$ cat src/design/clipped_rectangle_draw_engine_core_defines.svh
// Assertion macros shared by the draw engine modules.
`ifndef CLIPPED_RECTANGLE_DRAW_ENGINE_CORE_DEFINES_SVH
`define CLIPPED_RECTANGLE_DRAW_ENGINE_CORE_DEFINES_SVH
`ifndef SYNTH
`define CRDE_ASSERT(label, prop, msg) \
	label: assert property (@(posedge clk) disable iff (!arst_n) prop) else $error(msg);
`define CRDE_ASSERT_NEXT(label, ante, cons, msg) \
	label: assert property (@(posedge clk) disable iff (!arst_n) (ante) |=> (cons)) \
		else $error(msg);
`else
`define CRDE_ASSERT(label, prop, msg)
`define CRDE_ASSERT_NEXT(label, ante, cons, msg)
`endif
`endif

$ cat src/design/crde_pkg.sv
package crde_pkg;

	localparam int CMD_W       = 2;
	localparam int FIELD_W     = 12;
	localparam int COLOR_W     = 16;
	// field plus field, wide enough for origin + size
	localparam int SUM_W       = FIELD_W + 1;
	// holds any clipped coordinate up to the largest canvas (1024)
	localparam int COORD_W     = 11;
	localparam int QUEUE_DEPTH = 2;

	localparam int DEF_CANVAS_COLS = 320;
	localparam int DEF_CANVAS_ROWS = 240;

	typedef enum logic [CMD_W-1:0] {
		CMD_FILL   = 2'd0,
		CMD_BORDER = 2'd1,
		CMD_READ   = 2'd2
	} cmd_t;

	typedef enum logic [1:0] {
		OP_SKIP  = 2'd0,
		OP_PAINT = 2'd1,
		OP_READ  = 2'd2
	} op_t;

	// one unit of back-end work: a clipped span rectangle, a pixel read or nothing
	typedef struct packed {
		op_t                op;
		logic               last;
		logic               outside;
		logic [COORD_W-1:0] x0;
		logic [COORD_W-1:0] x1;
		logic [COORD_W-1:0] y0;
		logic [COORD_W-1:0] y1;
		logic [COLOR_W-1:0] color;
	} job_t;

endpackage

$ cat src/design/crde_front.sv
`include "clipped_rectangle_draw_engine_core_defines.svh"

module crde_front #(
	parameter int CANVAS_COLS = crde_pkg::DEF_CANVAS_COLS,
	parameter int CANVAS_ROWS = crde_pkg::DEF_CANVAS_ROWS
) (
	input  logic                         clk,
	input  logic                         arst_n,
	input  logic                         clearing,
	input  logic                         in_valid,
	output logic                         in_ready,
	input  logic [crde_pkg::CMD_W-1:0]   cmd,
	input  logic [crde_pkg::FIELD_W-1:0] origin_x,
	input  logic [crde_pkg::FIELD_W-1:0] origin_y,
	input  logic [crde_pkg::FIELD_W-1:0] rect_width,
	input  logic [crde_pkg::FIELD_W-1:0] rect_height,
	input  logic [crde_pkg::COLOR_W-1:0] paint_color,
	output logic                         push,
	input  logic                         push_ready,
	output crde_pkg::job_t               push_job
);

	localparam int SW = crde_pkg::SUM_W;
	localparam int CW = crde_pkg::COORD_W;
	localparam logic [SW-1:0] COLS_S = SW'(CANVAS_COLS);
	localparam logic [SW-1:0] ROWS_S = SW'(CANVAS_ROWS);

	localparam logic [1:0] SEG_TOP    = 2'd0;
	localparam logic [1:0] SEG_BOTTOM = 2'd1;
	localparam logic [1:0] SEG_LEFT   = 2'd2;
	localparam logic [1:0] SEG_RIGHT  = 2'd3;

	logic                         busy_q;
	logic [1:0]                   seg_q;
	crde_pkg::cmd_t               cmd_q;
	logic [SW-1:0]                x_q;
	logic [SW-1:0]                y_q;
	logic [SW-1:0]                w_q;
	logic [SW-1:0]                h_q;
	logic [crde_pkg::COLOR_W-1:0] color_q;

	logic          accept;
	logic          last;
	logic          draw;
	logic          on_canvas;
	logic [SW-1:0] sx, ex, sy, ey, ex_c, ey_c;

	assign in_ready = !busy_q && !clearing;
	assign accept   = in_valid && in_ready;
	assign push     = busy_q;
	assign last     = (cmd_q != crde_pkg::CMD_BORDER) || (seg_q == SEG_RIGHT);
	assign draw     = ((cmd_q == crde_pkg::CMD_FILL) || (cmd_q == crde_pkg::CMD_BORDER)) &&
		(w_q != '0) && (h_q != '0);

	// span of the current segment, before clipping; ends are exclusive
	always_comb begin
		sx = x_q;
		ex = x_q + w_q;
		sy = y_q;
		ey = y_q + h_q;
		case (cmd_q)
			crde_pkg::CMD_BORDER: begin
				case (seg_q)
					SEG_TOP: begin
						ey = y_q + SW'(1);
					end
					SEG_BOTTOM: begin
						sy = y_q + h_q - SW'(1);
						ey = y_q + h_q;
					end
					SEG_LEFT: begin
						ex = x_q + SW'(1);
					end
					SEG_RIGHT: begin
						sx = x_q + w_q - SW'(1);
						ex = x_q + w_q;
					end
					default: begin
						ex = x_q + w_q;
					end
				endcase
			end
			default: begin
				ex = x_q + w_q;
			end
		endcase
	end

	assign on_canvas = (sx < COLS_S) && (sy < ROWS_S);
	assign ex_c      = (ex > COLS_S) ? COLS_S : ex;
	assign ey_c      = (ey > ROWS_S) ? ROWS_S : ey;

	always_comb begin
		push_job.last    = last;
		push_job.outside = (cmd_q == crde_pkg::CMD_READ) && !on_canvas;
		push_job.x0      = CW'(sx);
		push_job.x1      = CW'(ex_c);
		push_job.y0      = CW'(sy);
		push_job.y1      = CW'(ey_c);
		push_job.color   = color_q;
		if (cmd_q == crde_pkg::CMD_READ) begin
			push_job.op = crde_pkg::OP_READ;
		end else if (draw && on_canvas) begin
			push_job.op = crde_pkg::OP_PAINT;
		end else begin
			push_job.op = crde_pkg::OP_SKIP;
		end
	end

	always_ff @(posedge clk or negedge arst_n) begin
		if (!arst_n) begin
			busy_q <= 1'b0;
			seg_q  <= SEG_TOP;
		end else if (accept) begin
			busy_q <= 1'b1;
			seg_q  <= SEG_TOP;
		end else if (busy_q && push_ready) begin
			if (last) begin
				busy_q <= 1'b0;
			end else begin
				seg_q <= seg_q + 2'd1;
			end
		end
	end

	always_ff @(posedge clk) begin
		if (accept) begin
			cmd_q   <= crde_pkg::cmd_t'(cmd);
			x_q     <= SW'(origin_x);
			y_q     <= SW'(origin_y);
			w_q     <= SW'(rect_width);
			h_q     <= SW'(rect_height);
			color_q <= paint_color;
		end
	end

	`CRDE_ASSERT(a_front_done_on_last, $fell(busy_q) |-> $past(push_ready && last), "front idle without last job")

endmodule

$ cat config.mk
export PLATFORM = sky130hd
export DESIGN_NAME = crde_front
export DESIGN_NICKNAME = d
export VERILOG_FILES = /design/src/design/crde_pkg.sv /design/src/design/crde_front.sv
export VERILOG_INCLUDE_DIRS = /design/src /design/src/design
export SDC_FILE = /design/constraint.sdc
export NUM_CORES = 1
export LEC_CHECK = 0
export BUFFER_PORTS_ARGS = -buffer_cell sky130_fd_sc_hd__buf_4
export CAP_MARGIN = 0
export CORE_MARGIN = 4
export CORE_UTILIZATION = 58
export DETAILED_ROUTE_END_ITERATION = 10
export GPL_TIMING_DRIVEN = 1
export PLACE_DENSITY_LB_ADDON = 0.3
export SYNTH_ARGS = -nofsm -noshare
export SYNTH_HDL_FRONTEND = slang
export SYNTH_SLANG_ARGS = --single-unit
$ cat constraint.sdc
create_clock -name clk -period 9.04 [get_ports clk]
set_clock_uncertainty 0.2 [all_clocks]
set_input_delay 0.452 -clock clk [delete_from_list [all_inputs] [get_ports clk]]
set_output_delay 0.452 -clock clk [all_outputs]
set_load 0.005 [all_outputs]
---- After elaboration in Yosys (flattened, before gate mapping) ----
Cells that the tools add are included.
cells by class
  order comparisons ....................... 4
  reduce and logical (&&, ||, !) cells .... 21
  muxes and demuxes ....................... 18
  equal/unequal tests ..................... 7
  add/subtract/negate cells ............... 7
operators by type and width
  kind                     count
  $mux W13                 8
  $add A12 B1 Y13 const B  2
  $add A12 B12 Y13         2
  $reduce_bool A13 Y1      2
  $sub A13 B1 Y13 const B  2
  $mux W11                 2
  $gt A13 B8 Y1 const B    1
  $gt A13 B9 Y1 const B    1
  $lt A13 B8 Y1 const B    1
  $lt A13 B9 Y1 const B    1
  $logic_and A1 B1 Y1      8
  $mux W2                  4
  $eq A2 B2 Y1 const B     3
  $eq A2 B1 Y1 const B     2
  $logic_not A2 Y1         2
  $mux W1                  4
  $reduce_and A2 Y1        2
  $reduce_bool A2 Y1       2
  $logic_not A1 Y1         3
  $add A2 B1 Y2 const B    1
  $logic_or A1 B1 Y1       2
  $ne A2 B1 Y1 const B     1
  $ne A2 B2 Y1 const B     1
storage, ports and cells
  word-level logic and storage cells ...... 65
  bits of input ports ..................... 71
  flip-flop bits (word level) ............. 69
  output and inout bits ................... 66

---- Longest topological paths before layout ----
  depth in word-level cells ............... 9
  mapped depth ............................ 11
  mapped depth without buffers ............ 11

---- Worst setup path after synthesis ----
Ideal clock, no wire load.
  path type ............................... reg2out
  start point ............................. register x_q[0]
  end point ............................... output push_job[60] (netlist bit)
  stages on the path, launching flop included .. 12
  path buffers ............................ 0
  arrival time ............................ 3.352 ns
  path slack .............................. 5.036 ns
  data required time ...................... 8.388 ns
  cell sequence ........................... edfxtp_1 -> ha_1 -> fa_1 -> xor2_2 -> a2111oi_2 -> o22ai_1 -> a2111oi_4 -> nor4b_1 -> a31o_1 -> a311oi_1 -> nor4_2 -> a311oi_1
RTL lines
  item                    RTL line           text
  from (decl)             crde_front.sv:36   logic [SW-1:0] x_q;
  from (signal assigned)  crde_front.sv:129  x_q <= SW'(origin_x);
  to (decl)               crde_front.sv:20   output crde_pkg::job_t push_job

==> results.txt <==
- The initial antenna violation count came to 0.
- In this run the power density over the cells is 141 nW/um^2.
- Clock sink count: 69
- The count of nets left with antenna violations once routing finished came out at 0.
* Combined global-route utilization of all metal layers: 0.273
- For this block, the initial DRC count from the detailed router was approximately 380.
- Summed over all cells, the static leakage comes to between 2 and 3 nW.
- Hold/Removal Path Class: in2reg
* Transition time of the tightest slew-check pin: 0.843 ns
- Total number of nets in the final design: ~760
* Final instance area: 6270 sq um
* DRT Pass-1 Iters: 7
- Cell with the largest stage delay on the worst path: edfxtp_1
* Max Fclk: 201 MHz
- The detailed router placed approximately 4700 vias in this run.
- The number of hold-slack violations in the final timing report was 0.
- # IOs: around 140
* Height of the chip: about 100 microns
- Proportion of netlist area held by the largest area contributor: 0.394
- Final cell utilization of the core: 0.751
- The synthesized design spends more area on one cell type than any other, namely edfxtp_1.
* Unrepaired setup endpoints after global routing: no
- After clock tree synthesis, the clock-pin slew on the worst setup and hold paths is approximately 0.090 ns.
* Startpoint of the most critical hold path: origin_y[7]
* Number of inserted diodes: 0
- Using the TritonRoute via totals, the vias-per-cell ratio works out to around 6.2.
- Total half-perimeter wirelength after legalization and detailed placement: approximately 11 mm
* PortBufs: around 130
- For the finished layout, the period the worst path requires is approximately 5 ns.
- After detailed routing, the average wire length per cell comes to ~18 microns.
* Area of the placeable core: approximately 8300 sq um
- STA puts the critical path data required time at ~8.4 ns.
- Run status: finished, final reports clean
- Distinct cell type count of the synthesized netlist: 66
- The H-tree was split into 3 levels.
- Final period util: 0.551
- Syn-to-layout area delta: 24.6%
- Number of global-route vias before repair: 4548
- Largest net degree at the start of global routing: 68
- The cell that appears most often on the critical path is a2111oi_2.
- Overall die area: about 10000 sq um
- After detailed placement, the design holds a cell count of 746.
* Worst Setup End Kind: primary output
- The average instance in the mapped netlist occupies roughly 9.6 sq um.
* Root Buffer Master: clkbuf_8
- Number of gates resized after CTS: 0
- Clock buffers created by TritonCTS: 9
- For this run, the register share of the synthesized area comes to 0.409.
- CTS Buffer Depth: 2
- The total count of max-transition violations in the final report came to 0.
* Syn Inst Count: ~520
- Overall power consumption after layout is estimated at 0.881 mW.
- After layout, the worst setup slack is between 4 and 5 ns.
- By area the synthesized netlist is led by edfxtp_1 (39%), ha_1 (8.0%), nand2_1 (4.4%), nor2_1 (3.7%), o21ai_0 (3.6%).
* Rows: 33
- Largest fanout of any net on the critical path: 6
- Top flip-flop cell by instance count after synthesis: edfxtp_1
- Dpl cell area: about 6100 sq um
* Remaining DRCs: 0
- Traced cell by cell, the critical path runs through ha_1 > fa_1 > xor2_2 > a2111oi_2 > o22ai_1 > a2111oi_2 > nor4b_1 > a31o_1 > a311oi_1 > nor4_2 > and4_1 > buf_4.
- Worst slack on hold paths: 0.0650 ns
* Flip-flop and latch count after synthesis: 69
- Summed over all failing endpoints, the final setup total negative slack is 0 ns.
- Summing every instance area after synthesis gives approximately 5000 sq um.
- In the synthesized netlist the async set-or-reset flop fraction comes to 0.0435.
* Total congestion overflow after global routing: 0
- Final weighted congestion in routability-driven placement: roughly 0.93
* Die width: around 100 microns
- Slew headroom: 0.438
* Initial cell density of the core: 0.603
* Synth warnings: 0
- # setup viols final: 0
- Fraction of layout cells with a size suffix above 1: 0.255
* Setup Slack @ Placement: between 4 and 5 ns
- Wire length of the first global-routing pass: around 22 mm
- The critical path starts at x_q[0].
- The worst setup path is of the reg2out kind.
* Kind of start point of the critical path: flip-flop
- Number of non-filler instances in the completed layout: 763
- Summed over all layers, the routed wires come to ~14 mm.
* Max-capacitance violation count: 0
* Largest incremental delay on the critical path: about 0.49 ns
* Number of enable-type register cells in the synthesized netlist: 66
- Crit Reg-Reg Startpoint: cmd_q[1]
- Clock latency on the worst-skew pair, taken at its later pin, is approximately 0.35 ns.
- Data arrival at the endpoint of the critical path: around 4.3 ns
- TritonCTS built the clock tree.
* Worst IR Drop VDD: ~0.00014 V
[flip-flops by register name, indices dropped and copies added, names as in the netlist]
register,cells
push,1
x_q,12
y_q,12
color_q,16
w_q,12
cmd_q,2
h_q,12
seg_q,2
[placed cells by master (no fill, tap or decap), types with 4 or more instances in the layout]
| cell type | instances |
|---|---|
| xor2_1 | 14 |
| nand2_1 | 59 |
| nand3b_1 | 4 |
| nand3_1 | 16 |
| conb_1 | 5 |
| a31oi_1 | 7 |
| clkbuf_8 | 9 |
| a211oi_1 | 8 |
| nor3_1 | 9 |
| or2_2 | 8 |
| a21oi_1 | 33 |
| o21ai_0 | 36 |
| inv_1 | 15 |
| ha_1 | 32 |
| nor2_1 | 49 |
| and2_1 | 7 |
| o211ai_1 | 9 |
| xnor2_1 | 19 |
| buf_4 | 132 |
| and3_1 | 10 |
| nand4_1 | 7 |
| mux2i_1 | 5 |
| edfxtp_1 | 66 |
| nor4_1 | 8 |
| or3_1 | 6 |
| a21o_1 | 11 |
| a21boi_0 | 4 |
[power by group]
group	total [mW]	switching [mW]	internal, mW	leakage [nW]
clock	0.260	0.130	0.130	0.0935
combinational	0.233	0.131	0.101	1.82
sequential	0.388	0.0167	0.371	0.650
[per-layer routing]
layer	vias up	GRT usage	wire length, microns
met5	-	0	0
met3	28	0.0692	1470
met2	263	0.428	6320
li1	2238	-	-
met1	2183	0.371	5750
met4	0	0.0920	274
[cell usage after synthesis (all sizes together), types with 3 or more instances]
master / instances
o21ai: 38
o211ai: 9
nand4: 7
xor2: 15
a2111oi: 5
ha: 32
xnor2: 19
o22ai: 3
o221ai: 3
and2: 7
nand3b: 4
a21oi: 33
a211oi: 8
clkbuf: 11
buf: 8
or4: 3
or3: 7
a311oi: 3
nand2: 59
a31oi: 7
a21boi: 4
nor4: 9
edfxtp: 66
a21o: 11
or2: 8
and3: 10
nor2b: 3
nand3: 16
inv: 16
nor2: 49
nor3: 9
dfrtp: 3
o21a: 3
mux2i: 5
[kinds of logic (layout without fill, tap and decap cells)]
logic type,count (synthesis),after routing,share of synthesized area
compound gates,145,145,0.200
fa+ha+maj,34,34,0.0876
flops,69,69,0.409
other cells,1,5,0.000746
simple gates,199,199,0.194
buf+inv,35,165,0.0336
mux,7,7,0.0144
xor+xnor,34,34,0.0607
[critical path, delay by kind of cell (launching register included)]
kind / cells / cell delay, ns
adders and majority gates: 2 / 0.77
DFF: 1 / 0.49
xor gates and xnor gates: 1 / 0.25
and+or+nand+nor: 3 / 0.93
buffers and inverters: 1 / 0.13
AOI/OAI and AO/OA: 5 / 1.41
[what timing repair did]
item | 4_1_cts | 5_1_grt
endpoints found under the hold margin | 3 | 0
setup buffers | 0 | 0
hold buffers | 1 | 0
[final timing paths]
kind,end,slack [ns],cells past startpoint
max,push_job[62],4.06,12
min,y_q[7],0.06,1
max reg2reg,seg_q[1],7.02,5
min reg2reg,seg_q[0],0.37,1
max in group asynchronous,seg_q[0],8.30,2
min in group asynchronous,seg_q[1],0.25,2
[layout make-up]
class                           instances  area (sq um)
Multi-Input combinational cell        424          2820
Fill cell                             608          2070
Sequential cell                        69          2060
Timing Repair Buffer                  133          1000
Tap cell                              105           131
Clock buffer                           10           128
Clock inverter                          6          71.3
Inverter                               16          60.1
Power figures use the tool's default switching activity.
