### config.mk
export PLATFORM = sky130hd
export DESIGN_NAME = crde_queue
export DESIGN_NICKNAME = d
export VERILOG_FILES = /design/src/design/crde_pkg.sv /design/src/design/crde_queue.sv
export VERILOG_INCLUDE_DIRS = /design/src /design/src/design
export SDC_FILE = /design/constraint.sdc
export NUM_CORES = 1
export LEC_CHECK = 0
export BUFFER_PORTS_ARGS = -buffer_cell sky130_fd_sc_hd__buf_2
export CORE_UTILIZATION = 49
export CTS_BUF_LIST = sky130_fd_sc_hd__clkbuf_8
export CTS_CLUSTER_DIAMETER = 30
export DETAILED_ROUTE_END_ITERATION = 6
export PLACE_DENSITY = 0.78
export SLEW_MARGIN = 20
export SYNTH_ARGS = -nofsm -noshare
export SYNTH_HDL_FRONTEND = slang
export SYNTH_SLANG_ARGS = --single-unit
### constraint.sdc
create_clock -name clk -period 3.6 [get_ports clk]
set_input_delay 1.08 -clock clk [delete_from_list [all_inputs] [get_ports clk]]
set_output_delay 1.08 -clock clk [all_outputs]
set_load 0.1 [all_outputs]
### src/design/clipped_rectangle_draw_engine_core_defines.svh
// Assertion macros shared by the draw engine modules.
`ifndef CLIPPED_RECTANGLE_DRAW_ENGINE_CORE_DEFINES_SVH
`define CLIPPED_RECTANGLE_DRAW_ENGINE_CORE_DEFINES_SVH
`ifndef SYNTH
`define CRDE_ASSERT(label, prop, msg) \
	label: assert property (@(posedge clk) disable iff (!arst_n) prop) else $error(msg);
`define CRDE_ASSERT_NEXT(label, ante, cons, msg) \
	label: assert property (@(posedge clk) disable iff (!arst_n) (ante) |=> (cons)) \
		else $error(msg);
`else
`define CRDE_ASSERT(label, prop, msg)
`define CRDE_ASSERT_NEXT(label, ante, cons, msg)
`endif
`endif

### src/design/crde_pkg.sv
package crde_pkg;

	localparam int CMD_W       = 2;
	localparam int FIELD_W     = 12;
	localparam int COLOR_W     = 16;
	// field plus field, wide enough for origin + size
	localparam int SUM_W       = FIELD_W + 1;
	// holds any clipped coordinate up to the largest canvas (1024)
	localparam int COORD_W     = 11;
	localparam int QUEUE_DEPTH = 2;

	localparam int DEF_CANVAS_COLS = 320;
	localparam int DEF_CANVAS_ROWS = 240;

	typedef enum logic [CMD_W-1:0] {
		CMD_FILL   = 2'd0,
		CMD_BORDER = 2'd1,
		CMD_READ   = 2'd2
	} cmd_t;

	typedef enum logic [1:0] {
		OP_SKIP  = 2'd0,
		OP_PAINT = 2'd1,
		OP_READ  = 2'd2
	} op_t;

	// one unit of back-end work: a clipped span rectangle, a pixel read or nothing
	typedef struct packed {
		op_t                op;
		logic               last;
		logic               outside;
		logic [COORD_W-1:0] x0;
		logic [COORD_W-1:0] x1;
		logic [COORD_W-1:0] y0;
		logic [COORD_W-1:0] y1;
		logic [COLOR_W-1:0] color;
	} job_t;

endpackage

### src/design/crde_queue.sv
`include "clipped_rectangle_draw_engine_core_defines.svh"

module crde_queue (
	input  logic            clk,
	input  logic            arst_n,
	input  logic            push,
	output logic            push_ready,
	input  crde_pkg::job_t  push_job,
	output logic            pop_valid,
	input  logic            pop,
	output crde_pkg::job_t  pop_job
);

	localparam int DEPTH = crde_pkg::QUEUE_DEPTH;
	localparam int PTR_W = $clog2(DEPTH);
	localparam int CNT_W = $clog2(DEPTH + 1);

	crde_pkg::job_t   slots_q [DEPTH];
	logic [PTR_W-1:0] wr_ptr_q;
	logic [PTR_W-1:0] rd_ptr_q;
	logic [CNT_W-1:0] count_q;
	logic             do_push;
	logic             do_pop;

	assign push_ready = (count_q != CNT_W'(DEPTH));
	assign pop_valid  = (count_q != '0);
	assign do_push    = push && push_ready;
	assign do_pop     = pop && pop_valid;
	assign pop_job    = slots_q[rd_ptr_q];

	always_ff @(posedge clk or negedge arst_n) begin
		if (!arst_n) begin
			wr_ptr_q <= '0;
			rd_ptr_q <= '0;
			count_q  <= '0;
		end else begin
			if (do_push) begin
				wr_ptr_q <= (wr_ptr_q == PTR_W'(DEPTH - 1)) ? '0 : wr_ptr_q + PTR_W'(1);
			end
			if (do_pop) begin
				rd_ptr_q <= (rd_ptr_q == PTR_W'(DEPTH - 1)) ? '0 : rd_ptr_q + PTR_W'(1);
			end
			case ({do_push, do_pop})
				2'b10:   count_q <= count_q + CNT_W'(1);
				2'b01:   count_q <= count_q - CNT_W'(1);
				default: count_q <= count_q;
			endcase
		end
	end

	always_ff @(posedge clk) begin
		if (do_push) begin
			slots_q[wr_ptr_q] <= push_job;
		end
	end

	`CRDE_ASSERT(a_q_no_overfill, count_q <= CNT_W'(DEPTH), "queue fill beyond depth")

endmodule

# [Word level (Yosys, flattened, before mapping)]
# Memories as Yosys holds them, arrays and structs flattened.
# Index checks and enable logic that the tools add are counted.
[word_totals] register_bits=4 mem_bits_rw=128 input_bits=68 elab_cells=20 mem_count=1
[classes] add_sub_neg=4 n_eq_ne=3 mux=5 n_reduce_logical=4
[memory_table] name="slots_q" words=2 width=64 rd=1 rd_clocked_by_memory_dff=0 write_ports=1 line="crde_queue.sv:18" text="crde_pkg::job_t slots_q [DEPTH];"
[ops] operator="$mux 1" count=4
[ops] operator="$pmux 2 s2" count=1
[ops] operator="$reduce_bool 2->1" count=2
[ops] operator="$add 1x1->1 const B" count=2
[ops] operator="$add 2x1->2 const B" count=1
[ops] operator="$eq 2x1->1 const B" count=1
[ops] operator="$eq 2x2->1 const B" count=1
[ops] operator="$logic_and 1x1->1" count=2
[ops] operator="$ne 2x2->1 const B" count=1
[ops] operator="$sub 2x1->2 const B" count=1

# [Longest topological paths before layout]
# Gate-level depths: netlist of run 1.
[logic_depth] depth_word=4 depth_mapped=6 depth_no_buf=6

# [Worst setup path after synthesis of run 1]
# No wires, ideal clock.
[synth_path] kind="flip-flop to flip-flop" startpoint="register count_q[0]" endpoint="memory slots_q[0][0] in the netlist's numbering, enable pin" setup_time_ps=487 arrival_ps=4179 required_ps=3113 setup_slack_ps=-1065 stages_incl_launch_ff=4 path_buffers=0 period_less_slack_ps=4665 cell_sequence="dfrtp_1 > nand2b_1 > nand2_1 > nor2_1"
[synth_via] elab_chain_cells=4
[synth_rtl] item="start: declaration" line="crde_queue.sv:21" text="logic [CNT_W-1:0] count_q;"
[synth_rtl] item="start signal: assignment" line="crde_queue.sv:44" text="2'b10: count_q <= count_q + CNT_W'(1);"
[synth_rtl] item="start signal: assignment" line="crde_queue.sv:45" text="2'b01: count_q <= count_q - CNT_W'(1);"
[synth_rtl] item="start signal: assignment" line="crde_queue.sv:46" text="default: count_q <= count_q;"
[synth_rtl] item="$ne 2x2->1" line="crde_queue.sv:25" text="assign push_ready = (count_q != CNT_W'(DEPTH));"
[synth_rtl] item="via push_ready" line="crde_queue.sv:7" text="output logic push_ready,"
[synth_rtl] item="$logic_and 1x1->1" line="crde_queue.sv:27" text="assign do_push = push && push_ready;"
[synth_rtl] item="$mux 1" line="crde_queue.sv:52" text="if (do_push) begin"
[synth_rtl] item="$mux 1 (not written as such)" line="crde_queue.sv:53" text="slots_q[wr_ptr_q] <= push_job;"
[synth_rtl] item="end: declaration" line="crde_queue.sv:18"
# The timed path passes the listed nets, and every way through them passes these cells.

==> results of run 1 <==
worst reg2reg max path: stages (launching register included):
cell	delay, ns
dfrtp_1	0.40
nand2b_1	0.16
nand2_1	0.15
nor2_4	0.11
buf_4	0.45
path summary, 6_finish.rpt:
check	start	to	cells past startpoint
setup / recovery	rd_ptr_q$_DFFE_PN0P_	pop_job[38]	3
hold / removal	arst_n	count_q[0]$_DFFE_PN0P_	1
setup reg to reg	count_q[0]$_DFFE_PN0P_	slots_q[0][7]$_DFFE_PP_	4
hold reg to reg	count_q[1]$_DFFE_PN0P_	count_q[1]$_DFFE_PN0P_	1
max in group asynchronous	arst_n	rd_ptr_q$_DFFE_PN0P_	1
min in group clk	count_q[1]$_DFFE_PN0P_	count_q[1]$_DFFE_PN0P_	1
cells by family after synthesis:
logic type	count (synthesis)
flops	132
mux	64
buf+inv	7
xor+xnor	5
fa+ha+maj	1
simple gates	7
cell type report:
class,instances,area (um^2),share of cell area [%]
sequential,132,3948,63.43
multi-input combinational,77,1012,16.26
timing repair buffer,140,730.7,11.74
clock buffer,17,234.0,3.760
tap,133,166.4,2.674
clock inverter,15,132.6,2.131
per-layer routing:
layer / GRT usage (%) / vias up
met4: 6.826 / 0
met5: 0 / -
met1: 16.11 / 1199
li1: - / 1159
met3: 6.720 / 7
met2: 24.67 / 97
per-stage QoR:
step	setup slack, ns	utilization, %	std cells	instance area, um^2	hold slack [ns]
detailed placement	0.8693	59.37	482	5857	0.4841
global placement	0.8962	59.37	482	5857	0.4716
CTS	0.4093	63.09	514	6223	0.4262
finish	0.4592	63.09	514	6223	0.4502
global route	0.3494	63.09	514	6223	0.4082
floorplan	0.0002858	-	216	5022	0.4564
flip-flops by register name (all words and copies together), names as in the netlist:
name / flops
count_q: 2
wr_ptr_q: 1
slots_q: 128
rd_ptr_q: 1
Yosys cell counts:
master and n:
and3_1 1, buf_6 6, mux2_4 50, edfxtp_1 128
xnor2_1 3, nand2b_1 1, mux2_2 14, xor2_1 2
ha_1 1, nor2_1 2, buf_2 1, and2_4 1
nand2_1 1, dfrtp_1 4, or2_1 1
==> qor.csv, run 1 <==
metric;value;unit
mux cell area share after synthesis;18.10;%
worst reg-to-reg setup slack;1.95;ns
Routed WL;7716;um
Initial Util;50.89;%
initial antenna violation count;0;
n_diodes;0;
Post-route DRC;0;
1st-pass router iterations;4;
crit end category;primary output;
# Max-Cap Violations;0;
syn avg cell area;23.24;um^2
XOR/XNOR share of the synthesized area;0.8724;%
Buffers on Ports;133;
area leader, netlist;edfxtp_1;
dpl hpwl;5041;um
CTS tree;yes;
Wirelength per Cell;15.01;um
# hold bufs at CTS;0;
most common cell after layout, fill and taps aside;buf_2;
setup violators final;0;
fmax;318.4;MHz
Syn Inst Count;216;
fin crit period;3.141;ns
Final Cycle Share;87.24;%
Sink Count;132;
Vias;2462;
Mapped Area;0.005020;mm^2
post-synthesis adder-cell area fraction;0.2493;%
number of setup buffers added after CTS;0;
Setup TNS;0;ns
Max Used Layer;met4;
Total Routing Usage GR;14.74;%
Total Nets Final;437;
top cells by area, synth;edfxtp_1 77%, mux2_4 15%, mux2_2 3.1%, dfrtp_1 2.0%, buf_6 1.3%;
register bit count reported by yosys;132;
Final Skew;0.01100;ns
CP top delay family;flip-flops;
syn_nets;285;
first-pass GRT wire length;11100;um
Die H;103.2;um
Cell Rows;36;
Hold Path Class;input port to asynchronous set/reset pin;
Post-Synth Simple-Gate Area;0.7727;%
CP Cell Sequence;buf_4 -> mux2_2 -> buf_2;
GRT overflow;0;
Distinct cells, synth;15;
Met1 Routed Length;3241;um
Clock Latency Late Sink;0.42;ns
Slew Viols, Final;0;
post_cts resized;0;
proportion of layout cells with a drive suffix above 1;62.47;%
RSZ-0062 raised after global routing;no;
Crit Path Class;flip-flop to primary output;
Fillers;700;
wire length on met3;545;um
outcome;complete, no violations;
Critical Path Start Type;flip-flop;
core area;0.009864;mm^2
Hold Vio Cnt, Final;0;
via/cell ratio;4.790;
die area;0.01065;mm^2
Worst Path Required;2.52;ns
sequential area share after synthesis;78.56;%
Synth Area in Compound Gates;0;%
vias in the first global route;2404;
post-route ant nets;0;
total CTS buffers;17;
largest family of logic cells by synthesized area;multiplexers;
peak fanout along the critical path;20;
io pins;134;
clk slew on worst S/H paths;0.08;ns
Area Overhead vs Synth;23.98;%
most frequent cells in the layout;133 x buf_2, 128 x edfxtp_1, 50 x mux2_4;
DR iter-0 viols;61;
Crit-path slowest cell;dfrtp_4;
maximum clock path buffer count;2;
WP data arrival;2.06;ns
crit-path max cell delay;0.66;ns
Chip Width;103.2;um
largest net degree at the start of global routing;40;
Ys Warns;0;
DR WL met2;3860;um
CP Buf/Inv Count;2;
post-synth top area share;76.57;%
Clock Tree Root;clkbuf_8;
H-tree levels;4;
RePlAce Congestion;0.6791;
Slew headroom;65.03;%
Slew @ Worst Pin;0.5245;ns
Power of run 1 is not shown: default switching activity piles up to over one toggle a cycle in this logic, so the estimate is an artifact.
==> run 2, diff against run 1 <==
CAP_MARGIN = 20   (was default)
CORE_ASPECT_RATIO = 1.4   (was default)
CORE_UTILIZATION = 55   (was 49)
PLACE_DENSITY = 0.83   (was 0.78)
clock period = 3.9 ns   (was 3.6 ns; I/O delays follow)
==> run 2 against run 1 <==
- first-iteration DRC count rose by 100%
- routed wire length rose by 0.92%
- largest cell class unchanged
- clock-buffer cell count rose by 4
- final area fell by 0.66%
- sequential cell count did not move
- global-route usage rose by 2.6 points
- non-clock buffer count fell by 3
- critical endpoint is now pop_job[48]
- setup slack improved by 0.10 ns
- critical path depth did not move
- utilization rose by 7.9 points
==> qor.csv, run 2 (same netlist as run 1, synthesis figures left out) <==
metric;value;unit
proportion of layout cells with a drive suffix above 1;62.70;%
# Max-Cap Violations;0;
Critical Path Start Type;flip-flop;
Most flops, register;slots_q;
Routed WL;7787;um
Inst Count DP;451;
Clock Latency Late Sink;0.41;ns
final std cells w/o fill;484;
Slew Viols, Final;0;
max reg flops;128;
Setup TNS;0;ns
Slew @ Worst Pin;0.7569;ns
Hold Vio Cnt, Final;0;
RSZ-0062 raised after global routing;no;
Final Skew;0.01046;ns
Initial Util;57.64;%
peak fanout along the critical path;38;
# hold bufs at CTS;0;
Wirelength per Cell;16.09;um
GRT met3 Usage;6.825;%
Chip Width;82.74;um
Crit Path Class;flip-flop to primary output;
GR peak layer;met2;
initial antenna violation count;0;
post_cts resized;0;
fin crit period;3.339;ns
Total Nets Final;434;
GRT met2 Usage;29.62;%
total CTS buffers;17;
Sink Count;132;
clk slew on worst S/H paths;0.08;ns
WP data arrival;2.17;ns
Clock Tree Root;clkbuf_8;
Total Routing Usage GR;17.30;%
reg2reg path depth;3;
core area;0.008708;mm^2
DR iter-0 viols;124;
Post-route DRC;0;
crit end category;primary output;
Largest regs;slots_q: 128 flops, count_q: 2 flops;
setup violators final;0;
global routing usage on met1;16.69;%
Vias;2445;
GRT overflow;0;
number of setup buffers added after CTS;0;
fmax;299.5;MHz
worst hold stages;1;
Final Cycle Share;85.61;%
CTS tree;yes;
Buffers on Ports;133;
RePlAce Congestion;0.7780;
most common cell after layout, fill and taps aside;buf_2;
dpl hpwl;5459;um
Slew headroom;49.54;%
outcome;complete, no violations;
first-pass GRT wire length;11270;um
Final Util;70.99;%
via/cell ratio;5.052;
Area Overhead vs Synth;23.16;%
Die H;115.0;um
most frequent cells in the layout;133 x buf_2, 128 x edfxtp_1, 50 x mux2_4;
Worst Path Required;2.73;ns
Hold Path Class;flip-flop to flip-flop;
io pins;134;
vias in the first global route;2430;
largest net degree at the start of global routing;39;
Cell Rows;40;
post-route ant nets;0;
H-tree levels;4;
maximum clock path buffer count;2;
die area;0.009518;mm^2
1st-pass router iterations;4;
## run 2: cell count changes in the layout (fill, tap and decap cells not counted), sizes merged
cell	change
clkinv	-1
inv	-5
clkinvlp	+3
bufinv	-1
diode	+1
clkbuf	+4
buf	-3
## run 2: final timing paths
| check | from | endpoint | slack [ns] |
|---|---|---|---|
| setup / recovery | rd_ptr_q$_DFFE_PN0P_ | pop_job[48] | 0.56 |
| hold / removal | count_q[1]$_DFFE_PN0P_ | count_q[1]$_DFFE_PN0P_ | 0.49 |
| setup reg to reg | count_q[0]$_DFFE_PN0P_ | slots_q[1][60]$_DFFE_PP_ | 1.98 |
| hold reg to reg | count_q[1]$_DFFE_PN0P_ | count_q[1]$_DFFE_PN0P_ | 0.49 |
| max in group asynchronous | arst_n | rd_ptr_q$_DFFE_PN0P_ | 3.21 |
| min in group asynchronous | arst_n | count_q[1]$_DFFE_PN0P_ | 0.55 |
## run 2: worst max-delay path, stage by stage (launching register included)
cell     delay [ns]
dfrtp_4        0.72
buf_12         0.33
mux2_2         0.37
buf_2          0.29
## run 2: through the flow
step	setup slack [ns]	hold WS [ns]	instance area (um^2)
6_report	0.5612	0.4946	6182
5_1_grt	0.4475	0.5197	6180
4_1_cts	0.5142	0.4931	6180
3_5_place_dp	0.9875	0.4804	5812
3_3_place_gp	0.9975	0.4737	5812
2_1_floorplan	0.3003	0.4564	5022
## run 2: layout make-up
| class | instances | area, um^2 |
|---|---|---|
| clock buffers | 21 | 289.0 |
| fillers | 547 | 2526 |
| flip-flops and latches | 132 | 3948 |
| multi-input cells | 77 | 1012 |
| diodes | 1 | 2.502 |
| clock inverters | 11 | 78.83 |
| well taps | 105 | 131.4 |
| repair buffers | 137 | 720.7 |
## run 2: per-layer routing
metal  vias up  share of wire (%)
met5         -                  0
met4         0                3.6
met3        19                6.3
met2        97                 55
met1      1174                 35
li1       1155                  -
Power of run 2 is left out for the same reason.
